===== src/design/res_pkg.sv =====
`timescale 1ns / 1ps
package res_pkg;

    localparam int ID_W = 20;
    localparam int CRED_W = 7;
    localparam int WAGE_W = 24;
    localparam int KEY_W = 24;
    localparam int TDATA_W = 80;
    localparam int DEF_MAX_RECORDS = 32;

    typedef struct packed {
        logic [WAGE_W-1:0] previous_wage;
        logic [WAGE_W-1:0] current_wage;
        logic [CRED_W-1:0] credibility;
        logic [ID_W-1:0]   record_id;
    } record_t;

    localparam int REC_W = $bits(record_t);

    localparam logic [1:0] KEY_CRED = 2'd0;
    localparam logic [1:0] KEY_CUR  = 2'd1;
    localparam logic [1:0] KEY_PREV = 2'd2;

    typedef enum logic [3:0] {
        OP_NONE,
        OP_LOAD,
        OP_SORT_INIT,
        OP_READ_I,
        OP_LOAD_A,
        OP_CMP,
        OP_WRITE_I,
        OP_OUT_INIT,
        OP_READ_K,
        OP_EMIT,
        OP_CLEAR
    } dp_op_t;

    typedef enum logic [2:0] {
        C_NEVER,
        C_ALWAYS,
        C_NOT_END_LOAD,
        C_FEW,
        C_MORE_J,
        C_MORE_I,
        C_EMPTY,
        C_OUT_STALL
    } cond_t;

    // MORE_K shares the jump slot of the step after EMIT
    localparam int STEP_W = 4;
    typedef logic [STEP_W-1:0] step_t;

    typedef struct packed {
        logic not_end_load;
        logic few;
        logic more_j;
        logic more_i;
        logic empty;
        logic out_stall;
        logic more_k;
    } cond_flags_t;

    typedef struct packed {
        dp_op_t op;
        cond_t  cond;
        logic   use_more_k;
        step_t  target;
    } uword_t;

    localparam step_t S_LOAD  = 4'd0;
    localparam step_t S_SI    = 4'd1;
    localparam step_t S_RDI   = 4'd2;
    localparam step_t S_LDA   = 4'd3;
    localparam step_t S_CMP   = 4'd4;
    localparam step_t S_WRI   = 4'd5;
    localparam step_t S_OI    = 4'd6;
    localparam step_t S_RDK   = 4'd7;
    localparam step_t S_EMIT  = 4'd8;
    localparam step_t S_STEPK = 4'd9;
    localparam step_t S_FIN   = 4'd10;

    localparam int NUM_STEPS = 11;

    localparam uword_t PROGRAM [NUM_STEPS] = '{
        '{OP_LOAD,      C_NOT_END_LOAD, 1'b0, S_LOAD},
        '{OP_SORT_INIT, C_FEW,          1'b0, S_OI},
        '{OP_READ_I,    C_NEVER,        1'b0, S_LOAD},
        '{OP_LOAD_A,    C_NEVER,        1'b0, S_LOAD},
        '{OP_CMP,       C_MORE_J,       1'b0, S_CMP},
        '{OP_WRITE_I,   C_MORE_I,       1'b0, S_RDI},
        '{OP_OUT_INIT,  C_EMPTY,        1'b0, S_FIN},
        '{OP_READ_K,    C_NEVER,        1'b0, S_LOAD},
        '{OP_EMIT,      C_OUT_STALL,    1'b0, S_EMIT},
        '{OP_NONE,      C_NEVER,        1'b1, S_RDK},
        '{OP_CLEAR,     C_ALWAYS,       1'b0, S_LOAD}
    };

    function automatic logic [KEY_W-1:0] get_key(input record_t r, input logic [1:0] sel);
        logic [KEY_W-1:0] k;
        case (sel)
            KEY_CUR:  k = r.current_wage;
            KEY_PREV: k = r.previous_wage;
            default:  k = {{(KEY_W-CRED_W){1'b0}}, r.credibility};
        endcase
        return k;
    endfunction

endpackage


===== src/design/res_record_mem.sv =====
`timescale 1ns / 1ps
module res_record_mem
    import res_pkg::*;
#(
    parameter int DEPTH = DEF_MAX_RECORDS,
    parameter int AW = $clog2(DEF_MAX_RECORDS)
)
(
    input  logic          clk,
    input  logic          wr_en,
    input  logic [AW-1:0] wr_addr,
    input  record_t       wr_data,
    input  logic          rd_en,
    input  logic [AW-1:0] rd_addr,
    output record_t       rd_data
);

    record_t mem [DEPTH];

    always_ff @(posedge clk)
    begin
        if (wr_en)
        begin
            mem[wr_addr] <= wr_data;
        end
    end

    always_ff @(posedge clk)
    begin
        if (rd_en)
        begin
            rd_data <= mem[rd_addr];
        end
    end

endmodule


===== src/design/res_sequencer.sv =====
`timescale 1ns / 1ps
module res_sequencer
    import res_pkg::*;
(
    input  logic        clk,
    input  logic        rst_n,
    input  cond_flags_t flags,
    output uword_t      uword,
    output step_t       step
);

    step_t step_reg;
    step_t step_next;
    logic  take;

    always_comb
    begin
        if (step_reg < STEP_W'(NUM_STEPS))
        begin
            uword = PROGRAM[step_reg];
        end
        else
        begin
            uword = '{OP_NONE, C_ALWAYS, 1'b0, S_LOAD};
        end
    end

    always_comb
    begin
        case (uword.cond)
            C_NEVER:        take = 1'b0;
            C_ALWAYS:       take = 1'b1;
            C_NOT_END_LOAD: take = flags.not_end_load;
            C_FEW:          take = flags.few;
            C_MORE_J:       take = flags.more_j;
            C_MORE_I:       take = flags.more_i;
            C_EMPTY:        take = flags.empty;
            C_OUT_STALL:    take = flags.out_stall;
            default:        take = 1'b0;
        endcase
        if (uword.use_more_k)
        begin
            take = flags.more_k;
        end
        step_next = take ? uword.target : step_reg + 1'b1;
    end

    always_ff @(posedge clk or negedge rst_n)
    begin
        if (!rst_n)
        begin
            step_reg <= S_LOAD;
        end
        else
        begin
            step_reg <= step_next;
        end
    end

    assign step = step_reg;

endmodule


===== src/design/record_exchange_sort_top.sv =====
`timescale 1ns / 1ps
// channel   dir  request                              handshake
// s_axis    in   tdata record, tlast last_record      tvalid/tready
// m_axis    out  tdata record, tlast out_last,        tvalid/tready
//                tuser overflow
// cfg       in   cfg_wdata key_select                 cfg_we, no wait
//
// Loading accepts one request per cycle. After the last one the exchange sort runs in
// the dual-port record memory: record i goes into a, is swapped with each later record
// of smaller key and is written back to i. Records are then read and emitted, held on
// m_axis stalls, and a clear step follows. s_axis_tready is high only while loading.
// rst_n clears counters, flags, key select and output valid; the memory is not cleared.
module record_exchange_sort_top
    import res_pkg::*;
#(
    parameter int MAX_RECORDS = DEF_MAX_RECORDS
)
(
    input  logic               clk,
    input  logic               rst_n,
    input  logic               s_axis_tvalid,
    output logic               s_axis_tready,
    // record_id[19:0], credibility[26:20], current_wage[50:27], previous_wage[74:51]
    input  logic [TDATA_W-1:0] s_axis_tdata,
    input  logic               s_axis_tlast,
    output logic               m_axis_tvalid,
    input  logic               m_axis_tready,
    // out_id[19:0], out_credibility[26:20], out_current_wage[50:27],
    // out_previous_wage[74:51]
    output logic [TDATA_W-1:0] m_axis_tdata,
    output logic               m_axis_tlast,
    // overflow[0]
    output logic               m_axis_tuser,
    input  logic               cfg_we,
    input  logic [1:0]         cfg_wdata
);

    localparam int CW = $clog2(MAX_RECORDS + 1);
    localparam int AW = $clog2(MAX_RECORDS);

    logic [CW-1:0] count_reg, count_next;
    logic [CW-1:0] i_reg, i_next;
    logic [CW-1:0] j_reg, j_next;
    logic [CW-1:0] k_reg, k_next;
    logic          ovf_reg, ovf_next;
    logic [1:0]    key_sel_reg;
    record_t       a_reg, a_next;
    logic          out_valid_reg, out_valid_next;
    record_t       out_data_reg, out_data_next;
    logic          out_last_reg, out_last_next;
    logic          out_user_reg, out_user_next;

    uword_t        uword;
    step_t         step;
    cond_flags_t   flags;

    logic          wr_en;
    logic [AW-1:0] wr_addr;
    record_t       wr_data;
    logic          rd_en;
    logic [AW-1:0] rd_addr;
    record_t       rd_data;

    logic          s_acc;
    logic          out_free;
    logic          swap;
    logic [CW:0]   j_plus1;
    logic [CW:0]   i_plus2;
    logic [CW:0]   k_plus1;

    res_sequencer u_seq (
        .clk   (clk),
        .rst_n (rst_n),
        .flags (flags),
        .uword (uword),
        .step  (step)
    );

    res_record_mem #(
        .DEPTH (MAX_RECORDS),
        .AW    (AW)
    ) u_mem (
        .clk     (clk),
        .wr_en   (wr_en),
        .wr_addr (wr_addr),
        .wr_data (wr_data),
        .rd_en   (rd_en),
        .rd_addr (rd_addr),
        .rd_data (rd_data)
    );

    assign s_axis_tready = (uword.op == OP_LOAD);
    assign s_acc = s_axis_tvalid && s_axis_tready;
    assign out_free = !out_valid_reg || m_axis_tready;
    assign j_plus1 = {1'b0, j_reg} + 1'b1;
    assign i_plus2 = {1'b0, i_reg} + (CW+1)'(2);
    assign k_plus1 = {1'b0, k_reg} + 1'b1;
    assign swap = get_key(a_reg, key_sel_reg) > get_key(rd_data, key_sel_reg);

    always_comb
    begin
        flags.not_end_load = !(s_acc && s_axis_tlast);
        flags.few = count_reg < CW'(2);
        flags.more_j = j_plus1 < {1'b0, count_reg};
        flags.more_i = i_plus2 < {1'b0, count_reg};
        flags.empty = count_reg == '0;
        flags.out_stall = !out_free;
        flags.more_k = k_reg < count_reg;
    end

    always_comb
    begin
        count_next = count_reg;
        i_next = i_reg;
        j_next = j_reg;
        k_next = k_reg;
        ovf_next = ovf_reg;
        a_next = a_reg;
        out_valid_next = out_valid_reg && !m_axis_tready;
        out_data_next = out_data_reg;
        out_last_next = out_last_reg;
        out_user_next = out_user_reg;
        wr_en = 1'b0;
        wr_addr = count_reg[AW-1:0];
        wr_data = a_reg;
        rd_en = 1'b0;
        rd_addr = i_reg[AW-1:0];

        case (uword.op)
            OP_LOAD:
            begin
                wr_data = s_axis_tdata[REC_W-1:0];
                if (s_acc)
                begin
                    if (count_reg < CW'(MAX_RECORDS))
                    begin
                        wr_en = 1'b1;
                        count_next = count_reg + 1'b1;
                    end
                    else
                    begin
                        ovf_next = 1'b1;
                    end
                end
            end
            OP_SORT_INIT:
            begin
                i_next = '0;
            end
            OP_READ_I:
            begin
                rd_en = 1'b1;
                rd_addr = i_reg[AW-1:0];
                j_next = i_reg + 1'b1;
            end
            OP_LOAD_A:
            begin
                a_next = rd_data;
                rd_en = 1'b1;
                rd_addr = j_reg[AW-1:0];
            end
            OP_CMP:
            begin
                if (swap)
                begin
                    wr_en = 1'b1;
                    wr_addr = j_reg[AW-1:0];
                    a_next = rd_data;
                end
                rd_en = 1'b1;
                rd_addr = j_plus1[AW-1:0];
                j_next = j_plus1[CW-1:0];
            end
            OP_WRITE_I:
            begin
                wr_en = 1'b1;
                wr_addr = i_reg[AW-1:0];
                i_next = i_reg + 1'b1;
            end
            OP_OUT_INIT:
            begin
                k_next = '0;
            end
            OP_READ_K:
            begin
                rd_en = 1'b1;
                rd_addr = k_reg[AW-1:0];
            end
            OP_EMIT:
            begin
                if (out_free)
                begin
                    out_valid_next = 1'b1;
                    out_data_next = rd_data;
                    out_last_next = k_plus1 == {1'b0, count_reg};
                    out_user_next = ovf_reg;
                    k_next = k_plus1[CW-1:0];
                end
            end
            OP_CLEAR:
            begin
                count_next = '0;
                ovf_next = 1'b0;
            end
            default:
            begin
            end
        endcase
    end

    always_ff @(posedge clk or negedge rst_n)
    begin
        if (!rst_n)
        begin
            count_reg <= '0;
            i_reg <= '0;
            j_reg <= '0;
            k_reg <= '0;
            ovf_reg <= 1'b0;
            key_sel_reg <= KEY_CRED;
            out_valid_reg <= 1'b0;
        end
        else
        begin
            count_reg <= count_next;
            i_reg <= i_next;
            j_reg <= j_next;
            k_reg <= k_next;
            ovf_reg <= ovf_next;
            out_valid_reg <= out_valid_next;
            if (cfg_we)
            begin
                key_sel_reg <= cfg_wdata;
            end
        end
    end

    always_ff @(posedge clk)
    begin
        a_reg <= a_next;
        out_data_reg <= out_data_next;
        out_last_reg <= out_last_next;
        out_user_reg <= out_user_next;
    end

    assign m_axis_tvalid = out_valid_reg;
    assign m_axis_tdata = {{(TDATA_W-REC_W){1'b0}}, out_data_reg};
    assign m_axis_tlast = out_last_reg;
    assign m_axis_tuser = out_user_reg;

    a_count_bound: assert property (@(posedge clk) disable iff (!rst_n)
        count_reg <= CW'(MAX_RECORDS))
        else $error("record count above capacity");

    a_cmp_order: assert property (@(posedge clk) disable iff (!rst_n)
        (uword.op == OP_CMP) |-> (i_reg < j_reg) && (j_reg < count_reg))
        else $error("compare indexes out of order");

    a_emit_bound: assert property (@(posedge clk) disable iff (!rst_n)
        (step == S_EMIT && out_free) |-> (k_reg < count_reg))
        else $error("emit index beyond stored records");

    a_no_load_while_sorting: assert property (@(posedge clk) disable iff (!rst_n)
        (s_acc && s_axis_tlast) |=> !s_axis_tready)
        else $error("input accepted after last record");

endmodule

===== config.mk =====
export PLATFORM = sky130hd
export DESIGN_NAME = record_exchange_sort_top
export DESIGN_NICKNAME = d
export VERILOG_FILES = /design/src/design/res_pkg.sv /design/src/design/res_record_mem.sv /design/src/design/res_sequencer.sv /design/src/design/record_exchange_sort_top.sv
export SDC_FILE = /design/constraint.sdc
export NUM_CORES = 2
export LEC_CHECK = 0
export BUFFER_PORTS_ARGS = -buffer_cell sky130_fd_sc_hd__clkbuf_2
export CAP_MARGIN = 5
export CORE_ASPECT_RATIO = 1.25
export CORE_MARGIN = 2
export CORE_UTILIZATION = 63
export DETAILED_ROUTE_END_ITERATION = 7
export GPL_TIMING_DRIVEN = 0
export PLACE_DENSITY = 0.8
export SYNTH_ARGS = -nofsm -noshare
export SYNTH_HDL_FRONTEND = slang
export SYNTH_SLANG_ARGS = --single-unit

===== constraint.sdc =====
create_clock -name clk -period 16 [get_ports clk]
set_clock_uncertainty 0.1 [all_clocks]
set_input_delay 3.2 -clock clk [delete_from_list [all_inputs] [get_ports clk]]
set_output_delay 3.2 -clock clk [all_outputs]
set_load 0.02 [all_outputs]

Yosys cells after proc, flatten, opt, wreduce, memory -nomap -nowiden
Memory sizes are Yosys's and may differ from the RTL's. A register that Yosys moved wholly into a read port is not among the register bits.
Cells that the tools add are included.
{"block": "word_totals", "regBits": 184, "ramBits": 2400, "mem_bits_ro": 192, "input_bits": 88, "output_inout_bits": 84, "word_cells": 114, "mem_count": 2}
{"block": "op_classes", "n_addsub": 6, "magnitude_cmp": 8, "eq_ne": 25, "n_mux": 33, "n_bitwise": 1, "n_reduce_logical": 21}
{"name": "u_mem.mem", "depth": 32, "width": 75, "read_ports": 1, "rd_clocked_by_memory_dff": 1, "wr": 1, "line_no": "res_record_mem.sv:18", "text": "record_t mem [DEPTH];"}
{"name": "(no name shown)", "depth": 16, "width": 12, "read_ports": 1, "rd_clocked_by_memory_dff": 0, "wr": 0, "line_no": "res_sequencer.sv:20", "text": "uword = PROGRAM[step_reg];"}
{"operator": "2-to-1 mux 75 bit", "n": 2}
{"operator": "one-hot mux 75 bit (2 select lines)", "n": 1}
{"operator": "one-hot mux 24 bit (2 select lines)", "n": 2}
{"operator": "one-hot mux 6 bit (2 select lines)", "n": 4}
{"operator": "2-to-1 mux 12 bit", "n": 3}
{"operator": "> comparator 24 bit", "n": 1}
{"operator": "2-to-1 mux 6 bit", "n": 3}
{"operator": "== test 4 x 3 -> 1 bit, second input constant", "n": 4}
{"operator": "one-hot mux 5 bit (3 select lines)", "n": 1}
{"operator": "adder 6 x 1 -> 7 bit, second input constant", "n": 2}
{"operator": "less-than comparator 7 x 6 -> 1 bit", "n": 2}
{"operator": "adder 6 x 1 -> 6 bit, second input constant", "n": 2}
{"operator": "== test 3 bit, second input constant", "n": 4}
{"operator": "== test 4 bit, second input constant", "n": 3}
{"operator": "2-to-1 mux 1 bit", "n": 11}
{"operator": "one-hot mux 5 bit (2 select lines)", "n": 1}
{"operator": "nonzero test 2 bit", "n": 5}
{"operator": "== test 4 x 2 -> 1 bit, second input constant", "n": 2}
{"operator": "one-hot mux 1 bit (8 select lines)", "n": 1}
{"operator": "adder 6 x 2 -> 7 bit, second input constant", "n": 1}
{"operator": "== test 7 x 6 -> 1 bit", "n": 1}
{"operator": "== test 3 x 2 -> 1 bit, second input constant", "n": 2}
{"operator": "zero test 6 bit", "n": 1}
{"operator": "less-than comparator 6 x 2 -> 1 bit, second input constant", "n": 1}
{"operator": "other kinds (23)", "n": 34}

Depth between registers and ports, before layout
{"block": "logic_depth", "depth_word": 12, "mapped_depth": 17, "depth_no_buf": 15}

By module
From an unflattened synthesis, not the netlist that was laid out.
{"block": "hier_totals", "cells_unflattened": 5167, "hier_area_um2": 103257.8}
{"module": "res_record_mem", "instances": 1, "cells_each": 4384, "area_each_um2": 93556.0, "seq_area_each_um2": 74321.3}
{"module": "record_exchange_sort_top", "instances": 1, "cells_each": 704, "area_each_um2": 8998.6, "seq_area_each_um2": 5265.0}
{"module": "res_sequencer", "instances": 1, "cells_each": 79, "area_each_um2": 703.2, "seq_area_each_um2": 100.1}

Worst setup path after synthesis
No wires, ideal clock.
{"block": "synth_path", "path_kind": "input -> register", "startpoint": "input s_axis_tvalid", "endpoint": "memory u_mem.mem[20][0] (netlist name) (enable)", "setup_time_ps": 600, "arrival_ps": 9343, "required_time_ps": 15300, "setup_slack_ps": 5957, "stages": 7, "path_buffers": 1, "cell_sequence": "nand2_1 -> nor2_1 -> nand2_1 -> nand2_1 -> or3b_1 -> clkbuf_1 -> nor3_1"}
{"block": "synth_via", "elab_chain_cells": 5}
{"element": "start, declared", "line_no": "record_exchange_sort_top.sv:21", "text": "input logic s_axis_tvalid,"}
{"element": "logical AND 1 bit", "line_no": "record_exchange_sort_top.sv:93", "text": "assign s_acc = s_axis_tvalid && s_axis_tready;"}
{"element": "2-to-1 mux 1 bit", "line_no": "record_exchange_sort_top.sv:133", "text": "if (s_acc)"}
{"element": "one-hot mux 1 bit (3 select lines)", "line_no": "record_exchange_sort_top.sv:129", "text": "case (uword.op)"}
{"element": "2-to-1 mux 1 bit", "line_no": "res_record_mem.sv:22", "text": "if (wr_en)"}
{"element": "2-to-1 mux 1 bit (implied by the code)", "line_no": "res_record_mem.sv:24", "text": "mem[wr_addr] <= wr_data;"}
{"element": "end, declared", "line_no": "res_record_mem.sv:18"}
No other way between the ends.

Worst setup path after layout
{"block": "layout_path", "startpoint": "register u_seq.step_reg[1], in the netlist u_seq.step[1]", "endpoint": "output s_axis_tready"}
{"block": "layout_via", "elab_chain_cells": 6, "word_cells_on_any_way": 7, "cone_classes": "order compare (1); eq/ne (1); mux (3); bitwise (1); memory (1)"}
{"element": "start, declared", "line_no": "res_sequencer.sv:12", "text": "step_t step_reg;"}
{"element": "start signal, assigned", "line_no": "res_sequencer.sv:56", "text": "step_reg <= step_next;"}
{"element": "inverter 4 -> 5 bit (implied by the code)", "line_no": "res_sequencer.sv:20"}
{"element": "memory read (16 x 12 bit)"}
{"element": "2-to-1 mux 12 bit (implied by the code) (2 in a row)", "line_no": "res_sequencer.sv:20"}
{"element": "2-to-1 mux 12 bit *", "line_no": "res_sequencer.sv:18", "text": "if (step_reg < STEP_W'(NUM_STEPS))"}
{"element": "== test 4 x 1 -> 1 bit *", "line_no": "record_exchange_sort_top.sv:92", "text": "assign s_axis_tready = (uword.op == OP_LOAD);"}
{"element": "end, declared", "line_no": "record_exchange_sort_top.sv:22", "text": "output logic s_axis_tready,"}
Every way passes the cells marked *; elsewhere a longest branch is shown, timed or not. The select of a mux whose other input is x is not followed.

==> reports/results.ini <==
[logic_synthesis]
yosys.area.top_type=edfxtp_1
synth_top_family_by_area=multiplexers
synthSimpleGateAreaFrac_pct=3.73
synth.distinct_cells=71
ys.flop_type=edfxtp_1
synth_xor_area_share_pct=0.193
synthArstFlopShare_pct=1.20
synth_edf_count=2627
seq_area_frac_synth_pct=77.0
syn-instance-count=5891
ys_ff_latch=2659
synth_top_area_share_pct=76.2
synth_adder_area_share_pct=0.665
synthTopCellsByArea=edfxtp_1 (76%), mux2i_1 (11%), o22ai_1 (3.0%)
avgSynthCellArea_um2=17.6
synthMuxAreaShare_pct=11.7
syn_area_um2=103000
yosys_warnings=0
synth_compound_area_share_pct=5.15

[worst_setup_path]
endpoint_kind=output pin
crit_slowest_cell=nor3_1
worstPathMaxFanout=10
arrival_ns=5.13
cp-start-kind=flop
slowest_delay_ns=1.06
cp.buffers_inverters=3
worstSetupPathType=reg -> out
worstPathCellList=inv_1 -> ha_1 -> nor3b_1 -> o221ai_1 -> nor3_1 -> clkbuf_1 -> clkbuf_2
cp_top_family=simple AND/OR/NAND/NOR gates
required_ns=12.70

[place]
dp.cells=8412
hpwl_um=213000
place.gp.congestion=0.935
pre_cts_slack_ns=8.77
io_buffer_count=161

[clock_tree]
cts_max_level=4
clk_pin_slew_ns=0.06
ctsHoldBuffers=0
cts_made_buffers=232
post_cts_resized=0
numClockSinks=2659
cts_buffer_depth=3
cts_tree=built
cts-root-buf=clkbuf_16
post_cts_buffers=0
clk_latency_ns=0.95

[sta]
setup-violations-final=0
fin_crit_sh_pct=52.7
worstMarginPinSlew_ns=1.57
drv_slew=33
hold_viol_final=0
rsz0062_at_grt=false
relSlewSlack_pct=-4.56
final.setup.tns_ns=0
fin_crit_ns=8.43
setup_ws_ns=7.57
fmax_ghz=0.119

[finish]
multiInputGateArea_um2=22400
drive_gt1_share_pct=15.0
nFillCells=9451
syn_to_final_growth_pct=13.8
layout_commonest_cell=edfxtp_1
largest_reg_flops=2400
largest-register=u_mem.mem
regArea_um2=79700
mostFrequentLayoutCells=edfxtp_1 (2627), mux2i_1 (1103), o22ai_1 (504)
layout.nets=6608
stdcell_count=8866

[run_status]
outcome=finished, violations left
failed_checks=DRC, capacitance limit, slew limit

[grt]
track_usage_pct=38.6
grt_max_degree=56
grt_pass1_vias=61700
antenna_found_initial=31
grt_pass1_wl_um=450000
grt_overflow=0

[worst_hold_path]
hp-class=reg -> reg

[detailed_routing]
wl_um=328000
wire_per_inst_um=37.0
num_vias=63600
postRouteAntennaNets=0
vias_per_cell=7.17
drc=1
drt_iter0_markers=11600
dr.pass1.iters=7

[die]
die_x_um=366
ios=172
core_um2=163000
start_util_pct=63.3
rows=166
die_h_um=457
die_area_um2=168000

[power]
p_leak_nw=36.6
p_sw_share_pct=26.3
clockPowerShare_pct=32.0
intPower_w=0.0130
max-vdd-ir-drop_mv=0.120
power_frac_comb_pct=12.1
p_per_area_nw_per_um2=150
share_seq_of_total_power_pct=56.0
power_switching_w=0.00462

[run]
maxCapViolCount=3

==> layout make-up <==
cell class | count | share of cell area (%)
diodes | 21 | 0.0446
plain buffers | 330 | 1.33
clock buffers | 271 | 5.09
clock inverters | 159 | 1.32
inverters | 21 | 0.0691
multi-input cells | 2885 | 19.0
flip-flops and latches | 2659 | 67.7
well taps | 2184 | 2.32
repair buffers | 336 | 3.13
==> final timing paths <==
check / end / slack [ns] / cells after the start / start
min in group asynchronous: j_reg[5] / 2.38 / 1 / rst_n
worst max register to register: u_mem.mem[3][53] / 7.97 / 18 / key_sel_reg[0]
max in group asynchronous: key_sel_reg[1] / 12.70 / 1 / rst_n
worst max-delay path: s_axis_tready / 7.57 / 7 / u_seq.step[1]
worst min register to register: a_reg[14] / 0.35 / 0 / u_mem.rd_data[14]
worst min-delay path: a_reg[14] / 0.35 / 0 / u_mem.rd_data[14]
==> through the flow <==
step	util [%]	area, um2	total power (W)	hold slack (ns)
final	72.0	118000	0.0176	0.346
after detailed placement	67.4	110000	0.0119	0.334
after CTS	72.0	118000	0.0174	0.345
after global routing	72.0	118000	0.0179	0.357
after floorplan	-	103000	0.0109	0.321
after global placement	65.5	107000	0.0118	0.327
==> cells in the mapped netlist, drive strengths merged, types with 9 or more instances <==
cell type     n
a21o         17
a21oi        71
a221oi       22
a22oi        57
a31oi        21
a32o          9
a32oi        11
and3         32
buf         183
clkbuf      147
dfrtp        32
edfxtp     2627
ha           55
inv          21
mux2         82
mux2i      1103
nand2       357
nand3        71
nand4        20
nor2         89
nor2b        11
nor3         30
nor4        138
o21ai        35
o22ai       504
or2          21
xnor2        16
==> kinds of logic after synthesis <==
family | count (synthesis)
flip-flops | 2659
multiplexers | 1189
AO/OA/AOI/OAI | 811
AND/OR/NAND/NOR | 803
buffers and inverters | 351
adder cells (fa/ha/maj) | 55
XOR/XNOR | 22
other | 1
==> routing by layer <==
metal / routed length, um / part of all wire, % / vias up / track usage (%)
li1: - / - / 24800 / -
met1: 105000 / 32 / 31300 / 47.1
met2: 147000 / 45 / 6012 / 58.3
met3: 49000 / 15 / 1424 / 13.1
met4: 26400 / 8.1 / 24 / 26.6
met5: 181 / 0.055 / - / 0
==> power by group through the flow <==
stage / registers, W / logic (W) / clock network (W)
after global routing: 0.00989 / 0.00219 / 0.00585
after floorplan: 0.00984 / 0.00106 / 0
after detailed placement: 0.00995 / 0.00200 / 0
after CTS: 0.00982 / 0.00202 / 0.00559
final: 0.00985 / 0.00213 / 0.00563
after global placement: 0.0101 / 0.00167 / 0
Power figures use the tool's default switching activity.
